===== src/sv/nkrt_pkg.sv =====
// Package for the name-keyed record table.
// Record type, field widths, operation and status codes. No dependencies.
package nkrt_pkg;

	localparam int TABLE_DEPTH_DEF = 64;
	localparam int HEAD_W          = 64;
	localparam int TAIL_W          = 8;
	localparam int SLOT_W          = 6;
	localparam int CNT_W           = 7;
	localparam int FUNC_W          = 2;
	localparam int STAT_W          = 2;

	localparam logic [FUNC_W-1:0] FN_ADD  = 2'd0;
	localparam logic [FUNC_W-1:0] FN_DEL  = 2'd1;
	localparam logic [FUNC_W-1:0] FN_FIND = 2'd2;
	localparam logic [FUNC_W-1:0] FN_LIST = 2'd3;

	localparam logic [STAT_W-1:0] STAT_DONE    = 2'd0;
	localparam logic [STAT_W-1:0] STAT_FULL    = 2'd1;
	localparam logic [STAT_W-1:0] STAT_NOMATCH = 2'd2;

	typedef struct packed {
		logic [HEAD_W-1:0] name_head;
		logic [TAIL_W-1:0] name_tail;
		logic [HEAD_W-1:0] second_head;
		logic [TAIL_W-1:0] second_tail;
		logic [HEAD_W-1:0] phone_head;
		logic [TAIL_W-1:0] phone_tail;
	} rec_t;

endpackage


===== src/sv/nkrt_ctrl.sv =====
// Sequencer for the record table: match scan pass, emit pass, add write,
// used-slot count and the result register. Depends on nkrt_pkg.
module nkrt_ctrl #(
	parameter int DEPTH = nkrt_pkg::TABLE_DEPTH_DEF,
	parameter int AW    = $clog2(DEPTH)
) (
	input  logic                          clk,
	input  logic                          arst_n,
	input  logic                          start,
	output logic                          busy,
	input  logic [nkrt_pkg::FUNC_W-1:0]   func,
	input  nkrt_pkg::rec_t                key,
	output logic [AW-1:0]                 mem_raddr,
	input  nkrt_pkg::rec_t                mem_rdata,
	output logic                          mem_we,
	output logic                          mem_clr,
	output logic [AW-1:0]                 mem_waddr,
	output nkrt_pkg::rec_t                mem_wdata,
	output logic                          result_valid,
	output logic [nkrt_pkg::SLOT_W-1:0]   slot_index,
	output nkrt_pkg::rec_t                rec,
	output logic                          record_valid,
	output logic [nkrt_pkg::STAT_W-1:0]   status,
	output logic [nkrt_pkg::CNT_W-1:0]    used_count,
	output logic                          last
);

	localparam logic [1:0] SQ_IDLE = 2'd0;
	localparam logic [1:0] SQ_SCAN = 2'd1;
	localparam logic [1:0] SQ_EMIT = 2'd2;
	localparam logic [1:0] SQ_FIN  = 2'd3;
	localparam logic [AW-1:0] LAST_IDX = AW'(DEPTH - 1);

	logic [1:0]                  state_q;
	logic [nkrt_pkg::FUNC_W-1:0] func_q;
	nkrt_pkg::rec_t              key_q;
	logic [AW-1:0]               addr_q;
	logic                        issue_q;
	logic                        vld_s1;
	logic [AW-1:0]               idx_s1;
	logic [DEPTH-1:0]            match_q;
	logic [AW:0]                 mcnt_q;
	logic [AW:0]                 rem_q;
	logic                        free_found_q;
	logic [AW-1:0]               free_idx_q;
	logic [nkrt_pkg::CNT_W-1:0]  cnt_q;

	logic                        res_stb_q;
	logic [nkrt_pkg::SLOT_W-1:0] slot_q;
	nkrt_pkg::rec_t              rec_q;
	logic                        rvalid_q;
	logic [nkrt_pkg::STAT_W-1:0] status_q;
	logic [nkrt_pkg::CNT_W-1:0]  used_q;
	logic                        last_q;

	logic                        accept;
	logic                        hit;
	logic                        is_free;
	logic [AW:0]                 mcnt_nx;
	logic                        key_used;
	logic                        emit_hit;

	assign accept    = start && (state_q == SQ_IDLE);
	assign busy      = (state_q != SQ_IDLE);
	assign hit       = (mem_rdata.name_head == key_q.name_head) &&
	                   (mem_rdata.name_tail == key_q.name_tail);
	assign is_free   = (mem_rdata.name_head[nkrt_pkg::HEAD_W-1 -: 8] == 8'd0);
	assign mcnt_nx   = mcnt_q + (AW+1)'(hit);
	assign key_used  = (key_q.name_head[nkrt_pkg::HEAD_W-1 -: 8] != 8'd0);
	assign emit_hit  = (state_q == SQ_EMIT) && vld_s1 && match_q[idx_s1];

	assign mem_raddr = addr_q;
	assign mem_wdata = key_q;
	assign mem_we    = (state_q == SQ_FIN) && (func_q == nkrt_pkg::FN_ADD) && free_found_q;
	assign mem_clr   = emit_hit && (func_q == nkrt_pkg::FN_DEL);
	assign mem_waddr = (state_q == SQ_FIN) ? free_idx_q : idx_s1;

	always_ff @(posedge clk or negedge arst_n) begin
		if (!arst_n) begin
			state_q      <= SQ_IDLE;
			issue_q      <= 1'b0;
			vld_s1       <= 1'b0;
			free_found_q <= 1'b0;
			cnt_q        <= '0;
			res_stb_q    <= 1'b0;
		end else begin
			vld_s1    <= issue_q;
			if (issue_q) begin
				issue_q <= (addr_q != LAST_IDX);
			end
			unique case (state_q)
				SQ_IDLE: begin
					res_stb_q <= 1'b0;
					if (accept) begin
						issue_q      <= 1'b1;
						free_found_q <= 1'b0;
						state_q      <= (func == nkrt_pkg::FN_LIST) ? SQ_EMIT : SQ_SCAN;
					end
				end
				SQ_SCAN: begin
					res_stb_q <= 1'b0;
					if (vld_s1) begin
						if (!free_found_q && is_free) begin
							free_found_q <= 1'b1;
						end
						if (idx_s1 == LAST_IDX) begin
							if (func_q == nkrt_pkg::FN_ADD || mcnt_nx == '0) begin
								state_q <= SQ_FIN;
							end else begin
								state_q <= SQ_EMIT;
								issue_q <= 1'b1;
								if (func_q == nkrt_pkg::FN_DEL && key_used) begin
									cnt_q <= cnt_q - nkrt_pkg::CNT_W'(mcnt_nx);
								end
							end
						end
					end
				end
				SQ_EMIT: begin
					res_stb_q <= emit_hit;
					if (vld_s1 && idx_s1 == LAST_IDX) begin
						state_q <= SQ_IDLE;
					end
				end
				SQ_FIN: begin
					res_stb_q <= 1'b1;
					state_q   <= SQ_IDLE;
					if (mem_we && key_used) begin
						cnt_q <= cnt_q + nkrt_pkg::CNT_W'(1);
					end
				end
				default: begin
					res_stb_q <= 1'b0;
					state_q   <= SQ_IDLE;
				end
			endcase
		end
	end

	always_ff @(posedge clk) begin
		if (issue_q) begin
			idx_s1 <= addr_q;
			if (addr_q != LAST_IDX) begin
				addr_q <= addr_q + AW'(1);
			end
		end
		unique case (state_q)
			SQ_IDLE: begin
				if (accept) begin
					func_q           <= func;
					key_q            <= key;
					addr_q           <= '0;
					mcnt_q           <= '0;
					match_q          <= (func == nkrt_pkg::FN_LIST) ? '1 : '0;
					rem_q            <= (AW+1)'(DEPTH);
				end
			end
			SQ_SCAN: begin
				if (vld_s1) begin
					match_q[idx_s1] <= hit;
					mcnt_q          <= mcnt_nx;
					if (!free_found_q && is_free) begin
						free_idx_q <= idx_s1;
					end
					if (idx_s1 == LAST_IDX) begin
						addr_q <= '0;
						rem_q  <= mcnt_nx;
					end
				end
			end
			SQ_EMIT: begin
				if (emit_hit) begin
					rem_q    <= rem_q - (AW+1)'(1);
					slot_q   <= nkrt_pkg::SLOT_W'(idx_s1);
					rec_q    <= mem_rdata;
					rvalid_q <= 1'b1;
					status_q <= nkrt_pkg::STAT_DONE;
					used_q   <= cnt_q;
					last_q   <= (rem_q == (AW+1)'(1));
				end
			end
			SQ_FIN: begin
				last_q <= 1'b1;
				if (mem_we) begin
					slot_q   <= nkrt_pkg::SLOT_W'(free_idx_q);
					rec_q    <= key_q;
					rvalid_q <= 1'b1;
					status_q <= nkrt_pkg::STAT_DONE;
					used_q   <= key_used ? cnt_q + nkrt_pkg::CNT_W'(1) : cnt_q;
				end else begin
					slot_q   <= '0;
					rec_q    <= '0;
					rvalid_q <= 1'b0;
					status_q <= (func_q == nkrt_pkg::FN_ADD) ? nkrt_pkg::STAT_FULL
					                                          : nkrt_pkg::STAT_NOMATCH;
					used_q   <= cnt_q;
				end
			end
			default: ;
		endcase
	end

	assign result_valid = res_stb_q;
	assign slot_index   = slot_q;
	assign rec          = rec_q;
	assign record_valid = rvalid_q;
	assign status       = status_q;
	assign used_count   = used_q;
	assign last         = last_q;

endmodule


===== config.mk =====
export PLATFORM = sky130hd
export DESIGN_NAME = nkrt_ctrl
export DESIGN_NICKNAME = d
export VERILOG_FILES = /design/src/sv/nkrt_pkg.sv /design/src/sv/nkrt_ctrl.sv
export SDC_FILE = /design/constraint.sdc
export NUM_CORES = 1
export LEC_CHECK = 0
export ABC_AREA = 1
export BUFFER_PORTS_ARGS = -buffer_cell sky130_fd_sc_hd__buf_2
export CAP_MARGIN = 15
export CORE_AREA = 2 2 349 351
export CTS_BUF_LIST = sky130_fd_sc_hd__clkbuf_8
export DETAILED_ROUTE_END_ITERATION = 12
export DIE_AREA = 0 0 351 353
export SKIP_LAST_GASP = 1
export SLEW_MARGIN = 20
export SYNTH_ARGS = -nofsm -noshare
export SYNTH_HDL_FRONTEND = slang
export SYNTH_SLANG_ARGS = --single-unit

===== constraint.sdc =====
create_clock -name clk -period 18.6 [get_ports clk]
set_input_delay 1.86 -clock clk [delete_from_list [all_inputs] [get_ports clk]]
set_output_delay 1.86 -clock clk [all_outputs]
set_load 0.02 [all_outputs]

==> results of run 1 <==
==> power by group <==
| group | leakage [nW] | total, mW | internal, mW | switching (mW) |
|---|---|---|---|---|
| logic | 7.14 | 0.178 | 0.0689 | 0.109 |
| registers | 5.25 | 1.41 | 1.40 | 0.0122 |
| clock network | 1.13 | 1.17 | 0.580 | 0.592 |
| total | 13.5 | 2.76 | 2.05 | 0.713 |
==> synthesized netlist by cell type (all sizes together) (23+ instances only) <==
cell    number
a21oi       82
a22o       182
buf         48
clkbuf      70
edfxtp     541
inv        128
nand2      464
nand3       25
nand4       85
nor2       112
nor3        30
o21ai       38
o22ai       29
xnor2       23
xor2        35
==> final cells by class <==
cell class / instances / area [µm²] / share of cell area [%]
diodes: 16 / 40.0 / 0.124
clock buffers: 111 / 1530 / 4.74
clock inverters: 82 / 419 / 1.30
inverters: 129 / 504 / 1.56
multi-input cells: 1141 / 6340 / 19.6
flip-flops and latches: 560 / 16700 / 51.7
well taps: 1625 / 2030 / 6.30
repair buffers: 926 / 4710 / 14.6
==> layer usage <==
layer | wire length, µm | up-vias
met4 | 3390 | 10
met1 | 49700 | 10276
li1 | - | 8935
met3 | 18800 | 181
met5 | 58 | -
met2 | 65500 | 1287
==> state kept, by name, indices dropped and copies added, names as in the netlist <==
signal and cells:
rem_q 7, mem_wdata 216, idx_s1 6, mcnt_q 7, used_count 7, mem_raddr 6
func_q 2, last 1, result_valid 1, cnt_q 7, slot_index 6, issue_q 1
record_valid 1, free_found_q 1, rec 216, free_idx_q 6, status 2, match_q 64
vld_s1 1, state_q 2
==> per-stage QoR <==
step	total power, mW	cells	instance area, µm²
after floorplan	1.49	1948	24000
after global placement	1.62	4381	30300
after detailed placement	1.62	4381	30300
after CTS	2.80	4574	32200
after global routing	2.85	4582	32200
final	2.76	4590	32300
==> cells by family after synthesis <==
logic type	count (synthesis)
AOI/OAI and AO/OA	341
xor gates and xnor gates	58
adders and majority gates	17
buffers and inverters	247
DFF	560
and+or+nand+nor	725
==> how the worst max path moves through the flow <==
stage                                 startpoint              endpoint  slack [ns]
after floorplan           state_q[0]$_DFFE_PN0P_        last$_DFFE_PP_        0.06
after global placement            mem_rdata[184]  cnt_q[6]$_DFFE_PN0P_       12.13
after detailed placement          mem_rdata[184]  cnt_q[6]$_DFFE_PN0P_       12.11
after CTS                         mem_rdata[184]  cnt_q[6]$_DFFE_PN0P_       12.97
after global routing              mem_rdata[184]  cnt_q[6]$_DFFE_PN0P_       12.70
final                             mem_rdata[184]  cnt_q[6]$_DFFE_PN0P_       13.03
==> worst max-delay path: stages <==
cell and delay [ns]:
buf_2 0.11, xnor2_1 0.42, nand4_1 0.15, nor2_1 0.41, nand4_1 0.28, nor2_4 0.13
buf_4 0.57, and3_1 0.29, ha_1 0.18, ha_1 0.19, nand3_1 0.12, inv_1 0.10
nand2_1 0.06, nand2_1 0.07, inv_1 0.06, ha_1 0.36, nand2_1 0.09, or2_2 0.29
nand3_1 0.10, nand3b_1 0.12, nand3_1 0.08, nand2_1 0.08, nand2_1 0.05, nand2_1 0.07
==> flow_summary_export.csv, run 1 <==
group,metric,value,unit
synthesis,synth_cells,1948,
timing,slew_headroom,28.7,%
worst_setup_path,r2r_cells,17,
synthesis,synth_top_family_by_area,"simple AND/OR/NAND/NOR gates",
detailed_routing,dr.pass1.iters,6,
synthesis,synth_area_leaders,"edfxtp_1 (68%), nand2_1 (7.3%), a22o_1 (6.7%)",
synthesis,muxShareOfSynthArea,0,%
grt,grt_max_degree,138,
grt,grt_busiest_layer,"met2",
synthesis,synth_edf_count,541,
cts,path_clk_slew,0.07,ns
synthesis,synth_fp_nets,2402,
cts,numCtsBuffers,107,
layout,drive_gt1_share,37.2,%
synthesis,netlist_area,24000,µm²
timing,slew_viol_final,0,
grt,grt_pass1_vias,19979,
placement,io_buffers,901,
cts,clock_latency,0.80,ns
power,ir_drop,0.0599,mV
synthesis,ys.flop_type,"edfxtp_1",
hold_path,worstHoldStart,"mem_raddr[3]$_DFF_P_",
timing,whs,0.516,ns
placement,dp_hpwl,108000,µm
worst_setup_path,critPathLaunchType,"input pin",
floorplan,start_util,19.9,%
timing,fin_crit,5.57,ns
floorplan,die_area,124000,µm²
hold_path,hold_class,"register to register",
detailed_routing,drtIter0Drc,2409,
detailed_routing,routed_via_density,4.51,
cts,cts_resized,0,
grt,grt_pass1_wl,176000,µm
synthesis,syn-mean-instance-area,12.3,µm²
worst_setup_path,critical_path_class,"input pin to register",
cts,cts.hold.buffers_added,0,
synthesis,synthSimpleGateAreaFrac,13.0,%
timing,grt_setup_unrepaired,"no",
floorplan,die_w,351,µm
timing,setup_viol,0,
floorplan,pin_count,902,
outcome,status,"completed",
detailed_routing,via_count,20689,
synthesis,synth-xor-area-share,2.12,%
grt,use_met2,35.4,%
floorplan,fp.dieH,353,µm
synthesis,yosys.cell_types.count,39,
worst_setup_path,r2r-end,"rec[36]$_DFFE_PP_",
timing,fmax,179,MHz
worst_setup_path,r2r_start,"idx_s1[0]$_DFFE_PP_",
power,power_density,85.6,nW/µm²
synthesis,ys_seq_elements,560,
worst_setup_path,cp_max_fo,65,
cts,ctsRootBufferMaster,"clkbuf_8",
timing,tightest_slew,1.06,ns
cts,clock-sinks,560,
detailed_routing,wire_per_inst,29.9,µm
timing,clock-skew-final,0.0498,ns
placement,place_ws,12.11,ns
timing,finalCritPeriodShare,30.0,%
layout,final_cell_mix,"buf_2 (901), edfxtp_1 (541), nand2_1 (464)",
synthesis,synth_warnings,0,
detailed_routing,drtAntennaViolNets,0,
worst_setup_path,cp_data_arrival_time,6.29,ns
worst_setup_path,required,19.32,ns
detailed_routing,totalWireLength,137000,µm
cts,htreeDepth,3,
floorplan,rows,128,
timing,hold_viol,0,
hold_path,hold-path-cell-count,0,
grt,overflow,0,
layout,mostFrequentLayoutCell,"buf_2",
synthesis,synthArstFlopShare,2.32,%
synthesis,yosysSeqAreaShare,69.6,%
worst_setup_path,ff2ff_setup_slack,13.09,ns
layout,n_fill_cell,12847,
grt,grt_use_met3,10.8,%
power,p_leak,13.5,nW
grt,grtUsageTotal,21.3,%
grt,met1_usage,23.9,%
layout,nets,3319,
cts,postCtsSetupBuffers,0,
timing,setup_slack,13.03,ns
grt,antenna_found_initial,28,
synthesis,synth_compound_area_share,10.2,%
cts,cts.path.max_buffers,3,
synthesis,synthAdderAreaFrac,0.919,%
run,drv_cap,0,
synthesis,synth_top_area_share,67.8,%
detailed_routing,route.detailed.drc,0,
layout,syn_to_final_growth,34.6,%
floorplan,coreArea,121000,µm²
placement,gp_congestion,1.04,
hold_path,min_to,"idx_s1[3]$_DFFE_PP_",
cts,cts_tree,"built",
layout,final_util,26.8,%
timing,fin_setup_tns,0,ns
synthesis,yosys.area.top_type,"edfxtp_1",
worst_setup_path,crit_path_end_kind,"register",
No activity file was read; power rests on OpenSTA's default activity.
==> inputs of run 2 (changes only) <==
--- a/config.mk
+++ b/config.mk
@@ -5,13 +5,13 @@
 export SDC_FILE = /design/constraint.sdc
 export NUM_CORES = 1
 export LEC_CHECK = 0
-export ABC_AREA = 1
+export ABC_AREA = 0
 export BUFFER_PORTS_ARGS = -buffer_cell sky130_fd_sc_hd__buf_2
 export CAP_MARGIN = 15
-export CORE_AREA = 2 2 349 351
+export CORE_AREA = 2 2 348 350
 export CTS_BUF_LIST = sky130_fd_sc_hd__clkbuf_8
 export DETAILED_ROUTE_END_ITERATION = 12
-export DIE_AREA = 0 0 351 353
+export DIE_AREA = 0 0 350 352
 export SKIP_LAST_GASP = 1
 export SLEW_MARGIN = 20
 export SYNTH_ARGS = -nofsm -noshare
==> constraint.sdc (replaced) <==
create_clock -name clk -period 5.4 [get_ports clk]
set_input_delay 0.54 -clock clk [delete_from_list [all_inputs] [get_ports clk]]
set_output_delay 0.54 -clock clk [all_outputs]
set_load 0.02 [all_outputs]
==> flow_summary_export.csv, run 2 <==
group,metric,value,unit
outcome,status,"completed",
synthesis,synth_edf_count,541,
floorplan,fp.dieH,352,µm
power,p_sw,8.95,mW
power,power_switching_share,44.0,%
detailed_routing,drtIter0Drc,2215,
placement,gp_congestion,0.971,
synthesis,muxShareOfSynthArea,0.898,%
worst_setup_path,critical_path.endpoint,"cnt_q[6]$_DFFE_PN0P_",
layout,syn_to_final_growth,52.3,%
floorplan,rows,127,
timing,hold_viol,0,
detailed_routing,wire_per_inst,28.2,µm
worst_setup_path,cp_data_arrival_time,5.94,ns
hold_path,hold_class,"input pin to register",
synthesis,synth_cells,1487,
cts,htreeDepth,3,
placement,io_buffers,901,
worst_setup_path,critPathLaunch,"mem_wdata[148]$_DFFE_PP_",
cts,clock_latency,0.82,ns
cts,clock-sinks,560,
layout,instances_no_fill,4475,
synthesis,yosys.cell_types.count,71,
detailed_routing,route.detailed.drc,0,
timing,fin_setup_tns,0,ns
grt,grt_pass1_vias,19432,
synthesis,syn-mean-instance-area,15.5,µm²
synthesis,yosysSeqAreaShare,72.6,%
timing,grt_setup_unrepaired,"no",
worst_setup_path,r2r_start,"mem_wdata[148]$_DFFE_PP_",
worst_setup_path,required,6.08,ns
timing,fmax,190,MHz
synthesis,ys.flop_type,"edfxtp_1",
timing,setup_slack,0.135,ns
timing,clock-skew-final,0.0720,ns
layout,nets,3226,
power,total_power,20.3,mW
cts,ctsRootBufferMaster,"clkbuf_8",
timing,fin_crit,5.26,ns
worst_setup_path,critical_path_class,"register to register",
power,intPower,11.4,mW
cts,cts.path.max_buffers,3,
synthesis,ys_seq_elements,560,
synthesis,yosysMostFrequentCell,"edfxtp_1",
floorplan,coreArea,119000,µm²
detailed_routing,via_count,20069,
layout,n_fill_cell,12181,
synthesis,synth_top_area_share,70.7,%
layout,final_cell_mix,"buf_2 (901), edfxtp_1 (541), dlygate4sd3_1 (340)",
floorplan,die_area,123000,µm²
cts,path_clk_slew,0.06,ns
cts,postCtsSetupBuffers,0,
timing,finalCritPeriodShare,97.5,%
detailed_routing,routed_via_density,4.48,
worst_setup_path,cp_max_fo,3,
placement,dp_hpwl,96500,µm
synthesis,netlist_area,23000,µm²
floorplan,pin_count,902,
grt,grt_max_degree,128,
floorplan,start_util,19.3,%
layout,multiInputGateArea,5850,µm²
timing,tightest_slew,1.15,ns
power,pwr-share-seq,38.9,%
worst_setup_path,ff2ff_setup_slack,0.14,ns
timing,slew_headroom,23.2,%
timing,slew_viol_final,0,
worst_setup_path,r2r_cells,18,
worst_setup_path,crit_path_end_kind,"register",
synthesis,synth_top_family_by_area,"compound AO/OA/AOI/OAI gates",
synthesis,synthAdderAreaFrac,0.958,%
power,power_density,580,nW/µm²
synthesis,synth_compound_area_share,14.6,%
grt,antenna_found_initial,14,
synthesis,yosys.area.top_type,"edfxtp_1",
detailed_routing,drtAntennaViolNets,0,
grt,overflow,0,
synthesis,ys_top_cells_by_count,"edfxtp_1 (541), a22o_1 (219), o21ai_0 (103)",
power,clkPwrFrac,20.2,%
power,comb_power_share,40.9,%
timing,setup_viol,0,
grt,grtUsageTotal,19.6,%
synthesis,synth_warnings,0,
synthesis,synth_area_leaders,"edfxtp_1 (71%), a22o_1 (8.3%), xnor2_1 (2.4%)",
layout,mostFrequentLayoutCell,"buf_2",
run,drv_cap,0,
detailed_routing,totalWireLength,126000,µm
grt,grt_pass1_wl,164000,µm
power,ir_drop,0.643,mV
synthesis,synthSimpleGateAreaFrac,5.35,%
layout,seq_area,16700,µm²
cts,cts_tree,"built",
floorplan,die_w,350,µm
worst_setup_path,critPathLaunchType,"register",
synthesis,synth_fp_nets,1941,
placement,placedCellCount,3939,
worst_setup_path,r2r-end,"cnt_q[6]$_DFFE_PN0P_",
detailed_routing,dr.pass1.iters,6,
synthesis,synthArstFlopShare,2.32,%
synthesis,synth-xor-area-share,3.35,%
layout,drive_gt1_share,39.0,%
placement,place_ws,-0.432,ns
cts,numCtsBuffers,103,
power,p_leak,13.7,nW
## run 2: cell types whose count changed after synthesis, sizes merged, moves of 65 or more
cell,before,now
nand2,464,59
inv,128,21
a21oi,82,17
nor2,112,32
o21ai,38,104
nand4,85,19
## run 2: cells by family (layout without fill, tap and decap cells)
family	count (synthesis)	in the layout
xor+xnor	88	88
simple gates	234	234
compound gates	443	443
fa+ha+maj	17	17
buf+inv	125	1493
flops	560	560
other cells	0	8
mux	20	20
## run 2: layer usage
layer	routed length [µm]	GRT usage [%]	up-vias	part of all wire, %
met4	6150	9.54	4	4.9
met3	14900	7.60	188	12
met2	52100	27.7	1209	41
met1	52900	25.9	10140	42
li1	-	-	8528	-
met5	17	0	-	0.013
## run 2: stage by stage
stage	hold slack (ns)	util (%)	cell area (µm²)
finish	0.0968	29.3	35000
global placement	0.479	24.8	29600
floorplan	0.244	-	23000
CTS	0.000392	29.3	35000
detailed placement	0.464	24.8	29600
global route	0.0319	29.3	35000
## run 2: how the worst min path moves through the flow
| stage | from | end | slack (ns) | cells past startpoint |
|---|---|---|---|---|
| after floorplan | arst_n | cnt_q[0]$_DFFE_PN0P_ | 0.24 | 0 |
| after global placement | arst_n | result_valid$_DFF_PN0_ | 0.48 | 1 |
| after detailed placement | arst_n | cnt_q[2]$_DFFE_PN0P_ | 0.46 | 1 |
| after CTS | mem_rdata[183] | rec[183]$_DFFE_PP_ | 0.0004 | 2 |
| after global routing | mem_rdata[76] | rec[76]$_DFFE_PP_ | 0.03 | 2 |
| final | mem_rdata[115] | rec[115]$_DFFE_PP_ | 0.1 | 2 |
## run 2: worst max-delay path, stage by stage (launching register included)
cell	delay (ns)
edfxtp_1	0.45
xor2_1	0.29
nor4_1	0.56
nand4_1	0.20
nor3_1	0.48
nand4_1	0.58
buf_4	0.35
inv_1	0.06
ha_1	0.18
ha_1	0.22
xor2_1	0.22
inv_1	0.10
ha_1	0.29
nor2b_1	0.14
o31a_1	0.26
o21a_1	0.19
o32ai_1	0.26
o21ai_0	0.13
xnor2_1	0.15
## run 2: power by group through the flow
stage          registers, mW  clock network [mW]  logic, mW
6_report                7.91                4.10       8.31
5_1_grt                 8.03                4.40       8.74
4_1_cts                 7.89                4.22       8.37
3_5_place_dp            7.91                   0       8.11
3_3_place_gp            7.91                   0       8.13
2_1_floorplan           9.37                   0       2.67
## run 2: what timing repair did
action / 4_1_cts / 5_1_grt
hold buffers: 340 / 0
endpoints found under the hold margin: 352 / 0
gates resized for setup: 3 / 0
endpoints found under the setup margin: 1 / 0
## run 2: cell type report
class | instances | area share, %
repair buffers | 1284 | 23.8
well taps | 1612 | 5.76
inverters | 21 | 0.257
clock inverters | 84 | 1.64
flip-flops and latches | 560 | 47.7
diodes | 8 | 0.0572
multi-input cells | 802 | 16.7
clock buffers | 104 | 4.09
